## config.mk

```make
export PLATFORM = sky130hd
export DESIGN_NAME = spectrum_autorange_interpolator_core
export DESIGN_NICKNAME = d
export VERILOG_FILES = /design/src/sai_pkg.sv /design/src/sai_ram.sv /design/src/spectrum_autorange_interpolator_core.sv
export SDC_FILE = /design/constraint.sdc
export NUM_CORES = 2
export LEC_CHECK = 0
export BUFFER_PORTS_ARGS = -buffer_cell sky130_fd_sc_hd__buf_4
export CORE_UTILIZATION = 47
export CTS_BUF_LIST = sky130_fd_sc_hd__clkbuf_16
export DETAILED_ROUTE_END_ITERATION = 7
export SLEW_MARGIN = 5
export SYNTH_ARGS = -nofsm -noshare
export SYNTH_HDL_FRONTEND = slang
export SYNTH_SLANG_ARGS = --single-unit
```

## constraint.sdc

```tcl
create_clock -name clk -period 32.4 [get_ports clk]
set_input_delay 0 -clock clk [delete_from_list [all_inputs] [get_ports clk]]
set_output_delay 0 -clock clk [all_outputs]
set_load 0.05 [all_outputs]
```

## src/sai_pkg.sv

```systemverilog
// shared constants, types and weight tables for the spectrum autorange interpolator
// no dependencies; imported by the core and the port checker
package sai_pkg;

  // window of frames kept in the range history, and significant level bits
  localparam int WINDOW_LEN  = 40;
  localparam int LEVEL_BITS  = 12;

  // fixed field widths of the item
  localparam int FIELD_W     = 12;
  localparam int CHAN_W      = 12;
  localparam int BAND_COUNT  = 5;
  localparam int CHAN_COUNT  = 10;

  // derived widths
  localparam int BAND_W      = LEVEL_BITS + 1;
  localparam int SLOT_W      = $clog2(WINDOW_LEN);
  localparam int FILL_W      = $clog2(WINDOW_LEN + 1);
  localparam int NUM_W       = BAND_W + CHAN_W;
  localparam int STEP_W      = $clog2(CHAN_W);
  localparam int BIDX_W      = $clog2(BAND_COUNT);
  localparam int CIDX_W      = $clog2(CHAN_COUNT);
  localparam int HIST_W      = 2 * BAND_W;
  localparam int IN_DATA_W   = ((BAND_COUNT * FIELD_W + 7) / 8) * 8;
  localparam int OUT_DATA_W  = ((CHAN_COUNT * CHAN_W + 7) / 8) * 8;

  // weighted term: mapped level (< 2^12) times a weight of at most 8
  localparam int WPROD_W     = CHAN_W + 3;
  // shared multiplier operand width
  localparam int MUL_W       = (BAND_W > WPROD_W) ? BAND_W : WPROD_W;

  // divide by nine as multiply by ceil(2^18/9) and shift, exact below 2^15
  localparam int RECIP_SHIFT = 18;
  localparam logic [MUL_W-1:0] RECIP_9 = MUL_W'(((1 << RECIP_SHIFT) + 8) / 9);

  // full scale after reset
  localparam logic [CHAN_W-1:0] FS_RESET = CHAN_W'(1275);

  // only the low LEVEL_BITS bits of a band count
  localparam logic [FIELD_W-1:0] LEVEL_MASK = FIELD_W'((64'd1 << LEVEL_BITS) - 64'd1);

  // ninths weights for channels 1..8, lower and upper neighbor band
  localparam logic [3:0] WT_LO [8] = '{4'd5, 4'd1, 4'd6, 4'd2, 4'd7, 4'd3, 4'd8, 4'd4};
  localparam logic [3:0] WT_HI [8] = '{4'd4, 4'd8, 4'd3, 4'd7, 4'd2, 4'd6, 4'd1, 4'd5};

  // sequencer states
  typedef enum logic [8:0] {
    ST_IDLE  = 9'b000000001,
    ST_WRITE = 9'b000000010,
    ST_SCAN  = 9'b000000100,
    ST_RANGE = 9'b000001000,
    ST_MUL   = 9'b000010000,
    ST_DIV   = 9'b000100000,
    ST_IMUL  = 9'b001000000,
    ST_IDIV  = 9'b010000000,
    ST_DONE  = 9'b100000000
  } sai_state_t;

endpackage

```

## src/sai_ram.sv

```systemverilog
// generic single-write, single-read ram with registered read data
// no dependencies; holds the per-frame peak and floor history
module sai_ram #(
  parameter int WIDTH = 8,
  parameter int DEPTH = 16
) (
  input  logic                     clk,
  input  logic                     we,
  input  logic [$clog2(DEPTH)-1:0] waddr,
  input  logic [WIDTH-1:0]         wdata,
  input  logic [$clog2(DEPTH)-1:0] raddr,
  output logic [WIDTH-1:0]         rdata
);

  logic [WIDTH-1:0] mem [DEPTH];

  // write port
  always_ff @(posedge clk) begin
    if (we) begin
      mem[waddr] <= wdata;
    end
  end

  // registered read port
  always_ff @(posedge clk) begin
    rdata <= mem[raddr];
  end

endmodule

```

## src/spectrum_autorange_interpolator_core.sv

```systemverilog
// spectrum autorange interpolator: history ring, range scan, mapping and interpolation
// depends on sai_pkg and sai_ram
//
//   channel | direction | tdata / data                    | tuser      | handshake
//   in_     | slave     | band_a..band_e, 12 bits each    | -          | in_tvalid/in_tready
//   out_    | master    | chan_0..chan_9, 12 bits each    | range_zero | out_tvalid/out_tready
//   cfg_    | slave     | full_scale, 12 bits             | -          | cfg_valid/cfg_ready
//
// a result follows its item through a ring write, a scan of all WINDOW_LEN slots through the
// history ram read port, a range check, for each of the 5 bands a multiply and a 12-step
// restoring division, for each of 16 ninths terms a weight multiply and a divide by nine on
// the shared multiplier, and the output load; the next item is accepted in the idle state
// after the load at the earliest. an empty range skips mapping and interpolation.
// in_tready is high only while idle; a finished item waits in the output register,
// and the next item is taken while it waits; a later result holds the sequencer in its
// output load cycle until that register is free. reset is synchronous, active low.
module spectrum_autorange_interpolator_core import sai_pkg::*; (
  input  logic                  clk,
  input  logic                  rst_n,
  // input items
  input  logic                  in_tvalid,
  output logic                  in_tready,
  input  logic [IN_DATA_W-1:0]  in_tdata,   // band_a, band_b, band_c, band_d, band_e, zero pad
  // result items
  output logic                  out_tvalid,
  input  logic                  out_tready,
  output logic [OUT_DATA_W-1:0] out_tdata,  // chan_0 .. chan_9
  output logic [0:0]            out_tuser,  // range_zero
  // full scale register write
  input  logic                  cfg_valid,
  output logic                  cfg_ready,
  input  logic [CHAN_W-1:0]     cfg_data
);

  // control state
  sai_state_t state_r, state_nxt;
  logic [SLOT_W-1:0] slot_r, slot_nxt;
  logic [FILL_W-1:0] fill_r, fill_nxt;
  logic [FILL_W-1:0] cnt_r, cnt_nxt;
  logic [STEP_W-1:0] step_r, step_nxt;
  logic [BIDX_W-1:0] bidx_r, bidx_nxt;
  logic [3:0]        term_r, term_nxt;
  logic              rd_vld_r, rd_vld_nxt;
  logic              rd_live_r, rd_live_nxt;
  logic              out_tvalid_r, out_tvalid_nxt;
  logic [CHAN_W-1:0] fs_r, fs_nxt;

  // datapath registers
  logic [BAND_W-1:0]     band_r [BAND_COUNT];
  logic [BAND_W-1:0]     band_nxt [BAND_COUNT];
  logic [BAND_W-1:0]     hi_r, hi_nxt, lo_r, lo_nxt, span_r, span_nxt;
  logic [BAND_W-1:0]     rem_r, rem_nxt;
  logic [CHAN_W-1:0]     qsh_r, qsh_nxt;
  logic [CHAN_W-1:0]     mapped_r [BAND_COUNT];
  logic [CHAN_W-1:0]     mapped_nxt [BAND_COUNT];
  logic [WPROD_W-1:0]    wprod_r, wprod_nxt;
  logic [CHAN_W-1:0]     acc_r, acc_nxt;
  logic [CHAN_W-1:0]     chan_r [CHAN_COUNT];
  logic [CHAN_W-1:0]     chan_nxt [CHAN_COUNT];
  logic                  zero_r, zero_nxt;
  logic [OUT_DATA_W-1:0] out_data_r, out_data_nxt;
  logic                  out_zero_r, out_zero_nxt;

  // combinational helpers
  logic [FIELD_W-1:0]   field [BAND_COUNT];
  logic [BAND_W-1:0]    fmax, fmin;
  logic                 ram_we;
  logic [SLOT_W-1:0]    ram_raddr;
  logic [HIST_W-1:0]    ram_wdata, ram_rdata;
  logic [BAND_W-1:0]    ent_pk, ent_fl;
  logic [BAND_W-1:0]    bsel, dlt;
  logic [MUL_W-1:0]     mul_a, mul_b;
  logic [2*MUL_W-1:0]   mul_p;
  logic [BAND_W:0]      trial;
  logic                 qbit;
  logic [BAND_W-1:0]    rem_step;
  logic [2:0]           tch;
  logic [BIDX_W-1:0]    tband;
  logic [3:0]           tweight;
  logic [CHAN_W-1:0]    tquot;
  logic [CIDX_W-1:0]    tcidx;

  assign in_tready  = (state_r == ST_IDLE);
  assign cfg_ready  = 1'b1;
  assign out_tvalid = out_tvalid_r;
  assign out_tdata  = out_data_r;
  assign out_tuser  = out_zero_r;

  // unpack and mask the incoming bands
  always_comb begin
    for (int i = 0; i < BAND_COUNT; i++) begin
      field[i] = in_tdata[i*FIELD_W +: FIELD_W] & LEVEL_MASK;
    end
  end

  // frame maximum and minimum of the stored bands
  always_comb begin
    fmax = band_r[0];
    fmin = band_r[0];
    for (int i = 1; i < BAND_COUNT; i++) begin
      if (band_r[i] > fmax) fmax = band_r[i];
      if (band_r[i] < fmin) fmin = band_r[i];
    end
  end

  // history ring: peak in the upper half, floor in the lower half
  assign ram_we    = (state_r == ST_WRITE);
  assign ram_wdata = {fmax, fmin};
  assign ram_raddr = (cnt_r < FILL_W'(WINDOW_LEN)) ? cnt_r[SLOT_W-1:0] : '0;

  sai_ram #(
    .WIDTH (HIST_W),
    .DEPTH (WINDOW_LEN)
  ) u_hist (
    .clk   (clk),
    .we    (ram_we),
    .waddr (slot_r),
    .wdata (ram_wdata),
    .raddr (ram_raddr),
    .rdata (ram_rdata)
  );

  // slots not yet written since reset read as zero
  assign ent_pk = rd_live_r ? ram_rdata[HIST_W-1:BAND_W] : '0;
  assign ent_fl = rd_live_r ? ram_rdata[BAND_W-1:0]      : '0;

  // band offset above the window floor, clamped to the span
  always_comb begin
    bsel = band_r[bidx_r];
    dlt  = (bsel > lo_r) ? (bsel - lo_r) : '0;
    if (dlt > span_r) dlt = span_r;
  end

  // interpolation term selection
  assign tch     = term_r[3:1];
  assign tband   = BIDX_W'(term_r[3:2]) + BIDX_W'(term_r[0]);
  assign tweight = term_r[0] ? WT_HI[tch] : WT_LO[tch];
  assign tquot   = mul_p[RECIP_SHIFT +: CHAN_W];
  assign tcidx   = CIDX_W'(tch) + CIDX_W'(1);

  // shared multiplier
  always_comb begin
    mul_a = '0;
    mul_b = '0;
    unique case (state_r)
      ST_MUL: begin
        mul_a = MUL_W'(dlt);
        mul_b = MUL_W'(fs_r);
      end
      ST_IMUL: begin
        mul_a = MUL_W'(mapped_r[tband]);
        mul_b = MUL_W'(tweight);
      end
      ST_IDIV: begin
        mul_a = MUL_W'(wprod_r);
        mul_b = RECIP_9;
      end
      default: begin
        mul_a = '0;
        mul_b = '0;
      end
    endcase
  end
  assign mul_p = mul_a * mul_b;

  // one restoring division step
  always_comb begin
    trial    = {rem_r, qsh_r[CHAN_W-1]};
    qbit     = (trial >= {1'b0, span_r});
    rem_step = qbit ? BAND_W'(trial - {1'b0, span_r}) : trial[BAND_W-1:0];
  end

  // sequencer and next-state logic
  always_comb begin
    state_nxt      = state_r;
    slot_nxt       = slot_r;
    fill_nxt       = fill_r;
    cnt_nxt        = cnt_r;
    step_nxt       = step_r;
    bidx_nxt       = bidx_r;
    term_nxt       = term_r;
    rd_vld_nxt     = rd_vld_r;
    rd_live_nxt    = rd_live_r;
    out_tvalid_nxt = out_tvalid_r;
    fs_nxt         = fs_r;
    band_nxt       = band_r;
    hi_nxt         = hi_r;
    lo_nxt         = lo_r;
    span_nxt       = span_r;
    rem_nxt        = rem_r;
    qsh_nxt        = qsh_r;
    mapped_nxt     = mapped_r;
    wprod_nxt      = wprod_r;
    acc_nxt        = acc_r;
    chan_nxt       = chan_r;
    zero_nxt       = zero_r;
    out_data_nxt   = out_data_r;
    out_zero_nxt   = out_zero_r;

    // register write
    if (cfg_valid) fs_nxt = cfg_data;

    // result taken downstream
    if (out_tvalid_r && out_tready) out_tvalid_nxt = 1'b0;

    unique case (state_r)
      ST_IDLE: begin
        if (in_tvalid) begin
          band_nxt[0] = BAND_W'(field[0]) + BAND_W'(field[0] >> 1);
          for (int i = 1; i < BAND_COUNT; i++) begin
            band_nxt[i] = BAND_W'(field[i]);
          end
          state_nxt = ST_WRITE;
        end
      end
      ST_WRITE: begin
        slot_nxt   = (slot_r == SLOT_W'(WINDOW_LEN - 1)) ? '0 : slot_r + SLOT_W'(1);
        fill_nxt   = (fill_r == FILL_W'(WINDOW_LEN)) ? fill_r : fill_r + FILL_W'(1);
        cnt_nxt    = '0;
        rd_vld_nxt = 1'b0;
        hi_nxt     = '0;
        lo_nxt     = '1;
        state_nxt  = ST_SCAN;
      end
      ST_SCAN: begin
        // fold in the entry read last cycle
        if (rd_vld_r) begin
          if (ent_pk > hi_r) hi_nxt = ent_pk;
          if (ent_fl < lo_r) lo_nxt = ent_fl;
        end
        if (cnt_r != FILL_W'(WINDOW_LEN)) begin
          cnt_nxt     = cnt_r + FILL_W'(1);
          rd_vld_nxt  = 1'b1;
          rd_live_nxt = (cnt_r < fill_r);
        end else begin
          rd_vld_nxt = 1'b0;
          state_nxt  = ST_RANGE;
        end
      end
      ST_RANGE: begin
        if (hi_r <= lo_r) begin
          zero_nxt  = 1'b1;
          state_nxt = ST_DONE;
        end else begin
          zero_nxt  = 1'b0;
          span_nxt  = hi_r - lo_r;
          bidx_nxt  = '0;
          state_nxt = ST_MUL;
        end
      end
      ST_MUL: begin
        // quotient stays below 2^12, so the top bits start as the remainder
        rem_nxt   = mul_p[NUM_W-1:CHAN_W];
        qsh_nxt   = mul_p[CHAN_W-1:0];
        step_nxt  = '0;
        state_nxt = ST_DIV;
      end
      ST_DIV: begin
        rem_nxt  = rem_step;
        qsh_nxt  = {qsh_r[CHAN_W-2:0], qbit};
        step_nxt = step_r + STEP_W'(1);
        if (step_r == STEP_W'(CHAN_W - 1)) begin
          mapped_nxt[bidx_r] = {qsh_r[CHAN_W-2:0], qbit};
          if (bidx_r == BIDX_W'(BAND_COUNT - 1)) begin
            term_nxt  = '0;
            state_nxt = ST_IMUL;
          end else begin
            bidx_nxt  = bidx_r + BIDX_W'(1);
            state_nxt = ST_MUL;
          end
        end
      end
      ST_IMUL: begin
        wprod_nxt = mul_p[WPROD_W-1:0];
        state_nxt = ST_IDIV;
      end
      ST_IDIV: begin
        if (!term_r[0]) begin
          acc_nxt = tquot;
        end else begin
          chan_nxt[tcidx] = acc_r + tquot;
        end
        if (term_r == 4'd15) begin
          chan_nxt[0]              = mapped_r[0];
          chan_nxt[CHAN_COUNT - 1] = mapped_r[BAND_COUNT - 1];
          state_nxt                = ST_DONE;
        end else begin
          term_nxt  = term_r + 4'd1;
          state_nxt = ST_IMUL;
        end
      end
      ST_DONE: begin
        // load the output register once the previous item has left
        if (!out_tvalid_r || out_tready) begin
          out_data_nxt = '0;
          if (!zero_r) begin
            for (int i = 0; i < CHAN_COUNT; i++) begin
              out_data_nxt[i*CHAN_W +: CHAN_W] = chan_r[i];
            end
          end
          out_zero_nxt   = zero_r;
          out_tvalid_nxt = 1'b1;
          state_nxt      = ST_IDLE;
        end
      end
      default: begin
        state_nxt = ST_IDLE;
      end
    endcase
  end

  // control registers
  always_ff @(posedge clk) begin
    if (!rst_n) begin
      state_r      <= ST_IDLE;
      slot_r       <= '0;
      fill_r       <= '0;
      cnt_r        <= '0;
      step_r       <= '0;
      bidx_r       <= '0;
      term_r       <= '0;
      rd_vld_r     <= 1'b0;
      rd_live_r    <= 1'b0;
      out_tvalid_r <= 1'b0;
      fs_r         <= FS_RESET;
    end else begin
      state_r      <= state_nxt;
      slot_r       <= slot_nxt;
      fill_r       <= fill_nxt;
      cnt_r        <= cnt_nxt;
      step_r       <= step_nxt;
      bidx_r       <= bidx_nxt;
      term_r       <= term_nxt;
      rd_vld_r     <= rd_vld_nxt;
      rd_live_r    <= rd_live_nxt;
      out_tvalid_r <= out_tvalid_nxt;
      fs_r         <= fs_nxt;
    end
  end

  // datapath registers
  always_ff @(posedge clk) begin
    band_r     <= band_nxt;
    hi_r       <= hi_nxt;
    lo_r       <= lo_nxt;
    span_r     <= span_nxt;
    rem_r      <= rem_nxt;
    qsh_r      <= qsh_nxt;
    mapped_r   <= mapped_nxt;
    wprod_r    <= wprod_nxt;
    acc_r      <= acc_nxt;
    chan_r     <= chan_nxt;
    zero_r     <= zero_nxt;
    out_data_r <= out_data_nxt;
    out_zero_r <= out_zero_nxt;
  end

endmodule

```

==> flow_summary.ini <==
[outcome]
status = finished, violations left
violations = DRC

[yosys]
yosys_warnings = 0
synth_async_sr_flop_share_pct = 0
ys_top_cells_by_count = edfxtp_1, inv_1, nand2_1
synth_top_area_share_pct = 61.19
postSynthAreaPerCell_um2 = 14.68
synth_most_common_cell = edfxtp_1
synth_ff_type = edfxtp_1
synth.area.top_cells = edfxtp_1, mux4_2, ha_1
synth_edf_count = 1494
yosys_register_bits = 1573
synth-seq-area-share_pct = 63.35
ys_types = 80
yosys.area.top_type = edfxtp_1
netlist_instances = 4993
syn_area_um2 = 73320

[cells_and_area]
area_growth_pct = 16.17
antenna_cells = 0
fillCellCount = 12350
fin_nets = 6012
fin_area_um2 = 85170
drive_above_1_share_pct = 15.01

[clocking]
htreeDepth = 4
post_cts_resized = 0
cts_buffer_depth = 3
post_cts_buffers = 0
holdBufCountCts = 172
cts_tree = yes
clock_latency_ps = 810
ctsRootBufferMaster = clkbuf_16
clock_sinks = 1573
cts_buffers = 161
clkTransAtPathRegs_ps = 60

[critical_path]
cpPeakStageDelay_ps = 1030
setup.worst_path.start_class = flip-flop
crit_path_max_fanout = 20
crit_arrival_ps = 15400
critPathKind = reg2reg
cp-end-kind = flip-flop
worstPathRequired_ps = 32940
cp_slowest_cell = dfxtp_1
cpMostUsedCell = fa_1

[floorplanning]
pin_count = 205
die_area_um2 = 157600
num_rows = 144
dieWidth_um = 397.0
start_util_pct = 47.48
die_y_um = 397.0
core_area_um2 = 154400

[power]
vdd_drop_max_uv = 50.67
power.leakage_nw = 31.09
p_per_area_nw_per_um2 = 61.13

[global_routing]
first_global_vias = 43760
grt_max_degree = 114
antenna_found_initial = 4
grt_overflow = 0
grt_pass1_wl_mm = 279.3
grt_usage_pct = 23.85

[drt]
ant_nets = 0
drtIter0Drc = 3418
first_pass_iters = 8
wl_mm = 188.1
vias = 43600
drc = 17
avgRoutedWirePerCell_um = 24.66
vias_per_cell = 5.715

[sta]
finalClockSkew_ps = 65.45
worst_slack_ps = 17540
post-route-period-util_pct = 45.88
finalSetupTns_ps = 0
worst_pin_slew_ps = 1306
hold_viol_final = 0
drv_slew = 0
rsz0062_at_grt = no
finalSetupViolations = 0
slew_headroom_pct = 11.04
min_period_ps = 14860
fmax_mhz = 67.28

[placed_design]
place.gp.congestion = 0.8908
preCtsSetupSlack_ps = 17720
dpl-instance-area_um2 = 78210
place_hpwl_mm = 119.1
port_buffers = 199

[run]
cap_violations = 0

[hold_path]
hold_class = in2reg
## metrics by stage
step	hold slack, ps	power [mW]	instances	utilization, %
after floorplan	98.87	3.048	5048	-
after global placement	179.1	3.378	7165	50.65
after detailed placement	179.5	3.405	7165	50.65
after CTS	5.521	5.245	7628	55.16
after global routing	33.14	5.391	7628	55.16
final	49.17	5.207	7628	55.16
## report_power, final
group | switching (mW) | internal [mW] | leakage, nW
Combinational | 0.572 | 0.238 | 14.3
Sequential | 0.0223 | 2.55 | 14.1
Clock | 0.793 | 1.03 | 2.72
## sequential cells by signal (all words and copies together) (netlist names), 3 cells and up
| register | flops |
|---|---|
| qsh_r | 12 |
| slot_r | 6 |
| rem_r | 13 |
| chan_r | 120 |
| cnt_r | 6 |
| state_r | 9 |
| lo_r | 13 |
| wprod_r | 15 |
| out_tdata | 120 |
| step_r | 4 |
| mapped_r | 60 |
| term_r | 4 |
| hi_r | 13 |
| acc_r | 12 |
| fill_r | 6 |
| span_r | 13 |
| band_r | 61 |
| u_hist.mem | 1040 |
| fs_r | 12 |
| bidx_r | 3 |
| u_hist.rdata | 26 |
## logic make-up after synthesis
| kind of cell | share of synthesized area [%] |
|---|---|
| compound gates | 8.391 |
| xor+xnor | 0.9557 |
| fa+ha+maj | 9.837 |
| buf+inv | 3.021 |
| flops | 63.35 |
| mux | 7.620 |
| other cells | 0.01024 |
| simple gates | 6.819 |
## worst max-delay path, delay by kind of cell (launching register included)
kind	cells	cell delay, ps
buffers and inverters	6	490
adder cells (fa/ha/maj)	10	4220
XOR/XNOR	1	320
flip-flops	1	1030
multiplexers	2	1180
AO/OA/AOI/OAI	19	5420
AND/OR/NAND/NOR	8	1920
## placed cells by master (no fill, tap or decap), types with 45 or more instances in the layout
master / Yosys / layout
edfxtp_1: 1494 / 1494
inv_1: 351 / 396
nand2_1: 346 / 341
ha_1: 306 / 306
buf_4: 1 / 305
o21ai_0: 247 / 245
mux4_2: 180 / 180
nor2_1: 218 / 178
dlygate4sd3_1: 0 / 172
fa_1: 169 / 169
nor2b_1: 167 / 166
clkbuf_16: 0 / 165
o22ai_1: 159 / 159
mux2i_1: 143 / 120
a21oi_1: 111 / 111
o221ai_1: 106 / 106
dfxtp_1: 79 / 78
and2_1: 71 / 67
conb_1: 2 / 57
xnor2_1: 57 / 56
a311oi_1: 53 / 53
a21o_1: 45 / 45
## cell type report
cell class	instances	area (um2)	area share, %
clock buffers	165	4129	4.848
clock inverters	126	1119	1.313
inverters	352	1321	1.551
multi-input cells	2890	25570	30.02
flip-flops and latches	1573	46450	54.53
well taps	2044	2557	3.003
repair buffers	478	4031	4.733
## layer usage
| metal | global-route usage, % | wire length [um] |
|---|---|---|
| met1 | 31.86 | 78280 |
| met2 | 40.72 | 94520 |
| met3 | 3.141 | 10180 |
| met4 | 7.081 | 5125 |
| met5 | 0 | 27 |
## path summary, 6_finish.rpt
path	startpoint	endpoint	slack (ps)	depth (start not counted)
max	bidx_r[1]	chan_r[10]	17540	46
min reg2reg	step_r[1]	step_r[1]	510	2
max reg2reg	bidx_r[1]	chan_r[10]	17540	46
min	in_tdata[56]	band_r[8]	50	2
Power figures use the tool's default switching activity.
